<file path="src/mss_pkg.sv">
// Shared types, codes and helpers for the motor soft start/stop sequencer.
package mss_pkg;

   // Width of the ramp and idle countdown timers; the ramp timer also times the wake delay.
   localparam int TIMER_WIDTH = 16;
   localparam logic [31:0] TIMER_MAX32 = 32'((64'd1 << TIMER_WIDTH) - 64'd1);

   localparam int CSR_INDEX_WIDTH = 3;
   localparam int CSR_DATA_WIDTH  = 16;

   typedef enum logic [CSR_INDEX_WIDTH-1:0] {
      CSR_WAKE_DELAY    = 3'd0,
      CSR_RAMP_INTERVAL = 3'd1,
      CSR_STANDBY_DELAY = 3'd2,
      CSR_SPEED_STEP    = 3'd3,
      CSR_TOP_SPEED     = 3'd4,
      CSR_INITIAL_SPEED = 3'd5
   } csr_index_type;

   typedef enum logic [1:0] {
      REQ_TICK  = 2'd0,
      REQ_START = 2'd1,
      REQ_STOP  = 2'd2
   } req_code_type;

   typedef enum logic [2:0] {
      MODE_STANDBY   = 3'd0,
      MODE_AWAKENING = 3'd1,
      MODE_STOPPED   = 3'd2,
      MODE_RUNNING   = 3'd3,
      MODE_STOPPING  = 3'd4
   } mode_type;

   typedef struct packed {
      logic [1:0] req_type;
      logic       direction;
      logic       battery_low;
   } req_word_type;

   typedef struct packed {
      logic [7:0] pwm_duty;
      logic       direction_out;
      logic       relay_on;
      logic [2:0] motor_mode;
      logic       is_running;
      logic       is_stopped;
   } rsp_word_type;

   // Load value for a timer: saturate a delay that does not fit.
   function automatic logic [TIMER_WIDTH-1:0] timer_load(input logic [15:0] delay);
      logic [31:0] d32;
      d32 = {16'd0, delay};
      if (d32 > TIMER_MAX32) begin
         return TIMER_MAX32[TIMER_WIDTH-1:0];
      end
      return d32[TIMER_WIDTH-1:0];
   endfunction

endpackage

</file>
<file path="src/motor_soft_start_stop_sequencer.sv">
// Top level of the motor soft start/stop sequencer: state update and result register.
//
//   channel | direction | handshake             | word
//   req_    | in        | req_valid / req_stall | req_word_type (type, direction, battery)
//   rsp_    | out       | rsp_valid / rsp_stall | rsp_word_type (duty, dir, relay, mode)
//   csr_    | in        | csr_write_en          | csr_index, csr_write_data
//
// One word per cycle unless the result is stalled. A request word updates the mode,
// speed and timer registers in the cycle it is accepted; its result word appears in
// the result register in the next cycle. The single result register sets the rate:
// a new word is taken whenever that register is empty or being drained in the same cycle.
// Reset (synchronous) loads the default settings, puts the sequencer in standby with
// the relay off and both timers idle, and empties the result register.
// A stalled result holds the register and stalls the request side.
module motor_soft_start_stop_sequencer
   import mss_pkg::*;
(
   input  logic                       clock,
   input  logic                       reset,

   input  logic                       req_valid,
   output logic                       req_stall,
   input  req_word_type               req_word,

   output logic                       rsp_valid,
   input  logic                       rsp_stall,
   output rsp_word_type               rsp_word,

   input  logic                       csr_write_en,
   input  logic [CSR_INDEX_WIDTH-1:0] csr_index,
   input  logic [CSR_DATA_WIDTH-1:0]  csr_write_data
);

   // Settings registers
   logic [15:0] wake_delay_ff,    wake_delay_in;
   logic [15:0] ramp_interval_ff, ramp_interval_in;
   logic [15:0] standby_delay_ff, standby_delay_in;
   logic [7:0]  speed_step_ff,    speed_step_in;
   logic [7:0]  top_speed_ff,     top_speed_in;
   logic [7:0]  initial_speed_ff, initial_speed_in;

   // Sequencer state
   mode_type               mode_ff,        mode_in;
   logic [7:0]             speed_ff,       speed_in;
   logic                   pend_dir_ff,    pend_dir_in;
   logic                   drive_dir_ff,   drive_dir_in;
   logic                   relay_ff,       relay_in;
   logic [TIMER_WIDTH-1:0] ramp_left_ff,   ramp_left_in;
   logic                   ramp_active_ff, ramp_active_in;
   logic [TIMER_WIDTH-1:0] idle_left_ff,   idle_left_in;
   logic                   idle_active_ff, idle_active_in;

   // Result register
   logic         rsp_valid_ff, rsp_valid_in;
   rsp_word_type rsp_word_ff,  rsp_word_in;

   logic req_accept;

   // Take a new word unless a finished result is held back.
   assign req_stall  = rsp_valid_ff & rsp_stall;
   assign req_accept = req_valid & ~req_stall;

   // ---------------------------------------------------------------------------
   // Settings writes: drop writes to unknown indexes.
   // ---------------------------------------------------------------------------
   always_comb begin
      wake_delay_in    = wake_delay_ff;
      ramp_interval_in = ramp_interval_ff;
      standby_delay_in = standby_delay_ff;
      speed_step_in    = speed_step_ff;
      top_speed_in     = top_speed_ff;
      initial_speed_in = initial_speed_ff;
      if (csr_write_en) begin
         unique case (csr_index)
            CSR_WAKE_DELAY:    wake_delay_in    = csr_write_data;
            CSR_RAMP_INTERVAL: ramp_interval_in = csr_write_data;
            CSR_STANDBY_DELAY: standby_delay_in = csr_write_data;
            CSR_SPEED_STEP:    speed_step_in    = csr_write_data[7:0];
            CSR_TOP_SPEED:     top_speed_in     = csr_write_data[7:0];
            CSR_INITIAL_SPEED: initial_speed_in = csr_write_data[7:0];
            default: ;
         endcase
      end
   end

   // ---------------------------------------------------------------------------
   // Next state. A tick counts the timers down and then runs the update rule;
   // a start or stop runs the update rule and then applies the command.
   // ---------------------------------------------------------------------------
   always_comb begin
      logic       ramp_done;
      logic       idle_done;
      logic       run_rule;
      logic [8:0] speed_up;

      mode_in        = mode_ff;
      speed_in       = speed_ff;
      pend_dir_in    = pend_dir_ff;
      drive_dir_in   = drive_dir_ff;
      relay_in       = relay_ff;
      ramp_left_in   = ramp_left_ff;
      ramp_active_in = ramp_active_ff;
      idle_left_in   = idle_left_ff;
      idle_active_in = idle_active_ff;
      run_rule       = 1'b0;

      if (req_accept) begin
         unique case (req_word.req_type)
            REQ_TICK: begin
               // Count running timers down, holding at zero.
               if (ramp_active_ff && ramp_left_ff != '0) begin
                  ramp_left_in = ramp_left_ff - 1'b1;
               end
               if (idle_active_ff && idle_left_ff != '0) begin
                  idle_left_in = idle_left_ff - 1'b1;
               end
               run_rule = 1'b1;
            end
            REQ_START, REQ_STOP: run_rule = 1'b1;
            default: ;
         endcase
      end

      ramp_done = ramp_active_in && ramp_left_in == '0;
      idle_done = idle_active_in && idle_left_in == '0;
      speed_up  = {1'b0, speed_ff} + {1'b0, speed_step_ff};

      // Update rule
      if (run_rule) begin
         unique case (mode_ff)
            MODE_AWAKENING: begin
               if (ramp_done) begin
                  // Relay has settled: launch the motor.
                  idle_active_in = 1'b0;
                  idle_left_in   = '0;
                  mode_in        = MODE_RUNNING;
                  drive_dir_in   = pend_dir_ff;
                  speed_in       = initial_speed_ff;
                  ramp_left_in   = timer_load(ramp_interval_ff);
                  ramp_active_in = 1'b1;
               end
            end
            MODE_STOPPED: begin
               if (idle_done) begin
                  relay_in = 1'b0;
                  mode_in  = MODE_STANDBY;
               end
            end
            MODE_RUNNING: begin
               if (ramp_done) begin
                  speed_in = (speed_up > {1'b0, top_speed_ff}) ? top_speed_ff
                                                               : speed_up[7:0];
                  ramp_left_in   = timer_load(ramp_interval_ff);
                  ramp_active_in = 1'b1;
               end
            end
            MODE_STOPPING: begin
               if (ramp_done) begin
                  if (speed_ff >= speed_step_ff) begin
                     speed_in       = speed_ff - speed_step_ff;
                     ramp_left_in   = timer_load(ramp_interval_ff);
                     ramp_active_in = 1'b1;
                  end else begin
                     speed_in       = '0;
                     mode_in        = MODE_STOPPED;
                     idle_left_in   = timer_load(standby_delay_ff);
                     idle_active_in = 1'b1;
                  end
               end
            end
            default: ;
         endcase
      end

      // Commands, applied to the state the update rule left.
      if (req_accept && req_word.req_type == REQ_START && !req_word.battery_low) begin
         unique case (mode_in)
            MODE_STANDBY: begin
               mode_in        = MODE_AWAKENING;
               pend_dir_in    = req_word.direction;
               relay_in       = 1'b1;
               ramp_left_in   = timer_load(wake_delay_ff);
               ramp_active_in = 1'b1;
            end
            MODE_AWAKENING: pend_dir_in = req_word.direction;
            MODE_STOPPED: begin
               pend_dir_in    = req_word.direction;
               idle_active_in = 1'b0;
               idle_left_in   = '0;
               mode_in        = MODE_RUNNING;
               drive_dir_in   = req_word.direction;
               speed_in       = initial_speed_ff;
               ramp_left_in   = timer_load(ramp_interval_ff);
               ramp_active_in = 1'b1;
            end
            default: ;
         endcase
      end

      if (req_accept && req_word.req_type == REQ_STOP) begin
         if (mode_in == MODE_AWAKENING || mode_in == MODE_RUNNING) begin
            mode_in        = MODE_STOPPING;
            speed_in       = (speed_in >= speed_step_ff) ? speed_in - speed_step_ff : '0;
            ramp_left_in   = timer_load(ramp_interval_ff);
            ramp_active_in = 1'b1;
         end
      end
   end

   // ---------------------------------------------------------------------------
   // Result word: the state after the accepted word.
   // ---------------------------------------------------------------------------
   always_comb begin
      rsp_word_in.pwm_duty      = speed_in;
      rsp_word_in.direction_out = drive_dir_in;
      rsp_word_in.relay_on      = relay_in;
      rsp_word_in.motor_mode    = mode_in;
      rsp_word_in.is_running    = (mode_in == MODE_RUNNING || mode_in == MODE_AWAKENING);
      rsp_word_in.is_stopped    = (mode_in == MODE_STOPPED || mode_in == MODE_STANDBY);

      // Load on accept, drop once taken, otherwise hold.
      if (req_accept) begin
         rsp_valid_in = 1'b1;
      end else if (!rsp_stall) begin
         rsp_valid_in = 1'b0;
      end else begin
         rsp_valid_in = rsp_valid_ff;
      end
   end

   always_ff @(posedge clock) begin
      if (reset) begin
         wake_delay_ff    <= 16'd100;
         ramp_interval_ff <= 16'd50;
         standby_delay_ff <= 16'd10000;
         speed_step_ff    <= 8'd8;
         top_speed_ff     <= 8'd255;
         initial_speed_ff <= 8'd64;
         mode_ff          <= MODE_STANDBY;
         speed_ff         <= '0;
         pend_dir_ff      <= 1'b0;
         drive_dir_ff     <= 1'b0;
         relay_ff         <= 1'b0;
         ramp_left_ff     <= '0;
         ramp_active_ff   <= 1'b0;
         idle_left_ff     <= '0;
         idle_active_ff   <= 1'b0;
         rsp_valid_ff     <= 1'b0;
      end else begin
         wake_delay_ff    <= wake_delay_in;
         ramp_interval_ff <= ramp_interval_in;
         standby_delay_ff <= standby_delay_in;
         speed_step_ff    <= speed_step_in;
         top_speed_ff     <= top_speed_in;
         initial_speed_ff <= initial_speed_in;
         mode_ff          <= mode_in;
         speed_ff         <= speed_in;
         pend_dir_ff      <= pend_dir_in;
         drive_dir_ff     <= drive_dir_in;
         relay_ff         <= relay_in;
         ramp_left_ff     <= ramp_left_in;
         ramp_active_ff   <= ramp_active_in;
         idle_left_ff     <= idle_left_in;
         idle_active_ff   <= idle_active_in;
         rsp_valid_ff     <= rsp_valid_in;
      end
   end

   // Payload register: no reset needed.
   always_ff @(posedge clock) begin
      if (req_accept) begin
         rsp_word_ff <= rsp_word_in;
      end
   end

   assign rsp_valid = rsp_valid_ff;
   assign rsp_word  = rsp_word_ff;

   // ---------------------------------------------------------------------------
   // Assertions
   // ---------------------------------------------------------------------------
   // An accepted word always shows up in the result register next cycle.
   a_accept_gives_result : assert property (@(posedge clock) disable iff (reset)
      req_accept |=> rsp_valid_ff)
      else $error("accepted word produced no result");

   // The relay is only off in standby.
   a_relay_off_standby : assert property (@(posedge clock) disable iff (reset)
      !relay_ff |-> mode_ff == MODE_STANDBY)
      else $error("relay off outside standby");

   // No duty while the motor is stopped or in standby.
   a_idle_zero_duty : assert property (@(posedge clock) disable iff (reset)
      (mode_ff == MODE_STOPPED || mode_ff == MODE_STANDBY) |-> speed_ff == '0)
      else $error("nonzero duty while stopped");

   // A held result does not change.
   a_held_result : assert property (@(posedge clock) disable iff (reset)
      (rsp_valid_ff && rsp_stall) |=> rsp_valid_ff && $stable(rsp_word_ff))
      else $error("held result changed");

endmodule

</file>
<file path="config.mk">
export PLATFORM = sky130hd
export DESIGN_NAME = motor_soft_start_stop_sequencer
export DESIGN_NICKNAME = d
export VERILOG_FILES = /design/src/mss_pkg.sv /design/src/motor_soft_start_stop_sequencer.sv
export SDC_FILE = /design/constraint.sdc
export NUM_CORES = 1
export LEC_CHECK = 0
export BUFFER_PORTS_ARGS = -buffer_cell sky130_fd_sc_hd__buf_2
export CAP_MARGIN = 10
export CORE_MARGIN = 3
export CORE_UTILIZATION = 62
export DETAILED_ROUTE_END_ITERATION = 10
export PLACE_DENSITY = 0.81
export SYNTH_ARGS = -nofsm -noshare
export SYNTH_HDL_FRONTEND = slang
export SYNTH_SLANG_ARGS = --single-unit
</file>
<file path="constraint.sdc">
create_clock -name clock -period 6.7 [get_ports clock]
set_input_delay 1.34 -clock clock [delete_from_list [all_inputs] [get_ports clock]]
set_output_delay 1.34 -clock clock [all_outputs]
set_load 0.05 [all_outputs]
</file>
==> key figures <==
STA
  – Final WS setup: between 0.6 and 0.7 ns
  – Worst-Margin Slew: roughly 1.1 ns
  – Fin. max-slew vios: 0
  – Max-slew headroom: 27.6%
  – Final cycle utilization of the critical path: between 90 and 100%
  – Final setup fails: 0
  – RSZ-0062 raised after global routing: false
  – Min Tclk post-route: 6.03 ns
  – Max Clk Rate: 0.166 GHz
  – Total Negative Setup Slacks: 0 ns
  – Clock skew: roughly 0.0085 ns
  – Fin. Hold Viols: 0

Routing
  – Post-route DRC: 0
  – Via density: 6.10
  – DR iter-0 viols: roughly 800
  – Total wire length: about 22000 µm
  – Final ANT Viol Nets: 0
  – Vias: between 7000 and 8000
  – Drt pass-1 iters: 5
  – Avg WL per Cell: 17.9 µm

Placement
  – Routability congestion estimate: approximately 0.97
  – Port Buffers: between 40 and 50
  – DP HPWL: between 15000 and 20000 µm
  – Setup slack at placement: 0.415 ns

Global route
  – Gr usage total: 31.3%
  – Initial antenna violation count: 0
  – Vias in the first global route: 6811
  – Largest net degree at the start of global routing: 51
  – Grt ovf: 0
  – First-pass GRT wire length: between 30000 and 40000 µm

Floorplan
  – Initial Util: between 60% and 70%
  – Die ar.: between 10000 and 15000 µm²
  – Standard-cell rows: 41
  – Die Ht: 120 µm
  – Num ports: 45
  – Die extent in x: roughly 120 µm
  – Core ar.: approximately 13000 µm²

Worst setup path
  – Slowest cell on the critical path: a2111oi_0
  – Critical path capture point type: flip-flop
  – Crit-path max FO: 16
  – Largest delay share family, worst path: compound AO/OA/AOI/OAI gates
  – Flop-to-flop setup slack: about 0.67 ns
  – Req. time, crit path: ~6.9 ns
  – Most used cell, CP: a21oi_1
  – CP Class: flip-flop to flip-flop
  – Startpoint Class: flip-flop
  – Slowest Stage Delay on Critical Path: 0.69 ns
  – Worst Path Arrival: a little over 6 ns
  – Buf/Inv on CP: 3

Clocking
  – Clk Latency, worst-skew pair: between 0.4 and 0.5 ns
  – CTS tree: yes
  – Clk pin slew, worst setup/hold paths: ~0.060 ns
  – Number of setup buffers added after CTS: 0
  – H-tree depth: 4
  – Clock Tree Buf Depth: 2
  – Clock net sink count: 136
  – Clk root buf: clkbuf_16
  – Number of CTS-inserted buffers: 17
  – Cts hold-fix bufs: 0

Synthesis
  – Top-area cell type share of the netlist area: about 30%
  – Synth cell count leaders: nand2_1, dfxtp_1, a21oi_1
  – Post-synth ARST share: 0%
  – FF+latch count, synth: ~140
  – Netlist cell types: 83
  – Post-Syn Nets: 1086
  – Sequential area share after synthesis: 35.5%
  – Top cell type by total area after synthesis: dfxtp_1
  – YS warnings: 0
  – Most common cell in the synthesized netlist: nand2_1
  – Synth area leaders: dfxtp_1, nand2_1, a21oi_1
  – Mapped Cells: roughly 1000
  – Synthesized area: 8080 µm²
  – Number of flops mapped to enable cells by yosys: 15
  – Post-synthesis average cell area: 7.92 µm²
  – Primary FF master, synth: dfxtp_1

Layout
  – Final #Nets: around 1100
  – Share of cells above drive strength 1: roughly 13%
  – Fin util: 71.3%
  – Area of the multi-input gates: about 4800 µm²
  – Inserted Diodes: 0
  – P&R area growth vs syn: 11.8%
  – Fill count: roughly 1100
  – Storage cell area: 2870 µm²

Status
  – Status: completed

Power and ir drop
  – Leakage: 3.54 nW
  – Pwr Total: between 1.5 and 2 mW
  – Power Density: 220 nW/µm²
  – Peak VDD IR: 0.000193 V

Worst hold path
  – HP Class: flip-flop to flip-flop

Job
  – Max Cap Viol: 0
-- per-layer routing --
layer  part of all wire [%]  vias to the layer above  GRT usage, %
met1                     48                     3489          48.4
met5                      0                        -             0
met3                    8.5                       31          5.99
met4                    1.5                        0          8.30
met2                     42                      345          44.7
li1                       -                     3638             -
-- cells in the final DEF (no fill, tap or decap), drive strengths merged, types with 25 or more instances in the layout --
master	synthesis	layout
inv	50	50
buf	15	62
nor2	61	61
a21oi	104	104
dfxtp	121	121
nand3	25	25
o21ai	32	32
xnor2	27	27
ha	35	35
nand2	232	232
-- power breakdown --
part           switching, mW  internal (mW)
clock                  0.368          0.612
sequential            0.0127          0.841
combinational          0.109         0.0465
-- through the flow --
stage / std cells / hold slack (ns) / instance area [µm²]
finish: 1231 / 0.457 / 9030
global route: 1231 / 0.470 / 9030
CTS: 1231 / 0.455 / 9030
detailed placement: 1199 / 0.447 / 8400
global placement: 1199 / 0.443 / 8400
floorplan: 1020 / 0.436 / 8080
-- tightest hold or removal path, stage by stage (launching register included) --
cell and delay, ns:
dfxtp_1 0.31, nand2_1 0.05, a21oi_1 0.05
-- path summary, 6_finish.rpt --
kind,start,end,depth (start not counted)
worst max-delay path,speed_step_ff[2],rsp_word[8],26
worst min-delay path,standby_delay_ff[6],standby_delay_ff[6],2
worst max register to register,speed_step_ff[2],rsp_word[8],26
worst min register to register,standby_delay_ff[6],standby_delay_ff[6],2
-- cells by family (layout without fill, tap and decap cells) --
group / count (synthesis) / in the layout / share of synthesized area, %
xor+xnor: 43 / 43 / 4.66
mux: 18 / 18 / 2.38
simple gates: 439 / 439 / 25.8
buf+inv: 105 / 144 / 5.45
fa+ha+maj: 38 / 38 / 6.16
compound gates: 241 / 241 / 20.0
flops: 136 / 136 / 35.5
-- final cells by class --
class                      count  share of cell area, %
sequential                   136                   31.8
tap                          172                   2.38
inverter                      50                   2.08
timing repair buffer          62                   3.93
multi-input combinational    779                   52.9
clock buffer                  23                   5.65
clock inverter                 9                   1.23
-- flip-flops by register name, summed over array words and instances (netlist names), 3 cells and up --
register / flops
ramp_left_ff: 16
mode_ff: 3
top_speed_ff: 8
initial_speed_ff: 8
speed_ff: 8
speed_step_ff: 8
idle_left_ff: 16
wake_delay_ff: 16
rsp_word: 15
standby_delay_ff: 16
ramp_interval_ff: 16
-- what timing repair did --
item,in CTS,in global routing
endpoints found under the setup margin,0,16
hold endpoints to repair,0,0
resized for setup,0,1
No activity file was read; power rests on OpenSTA's default activity.
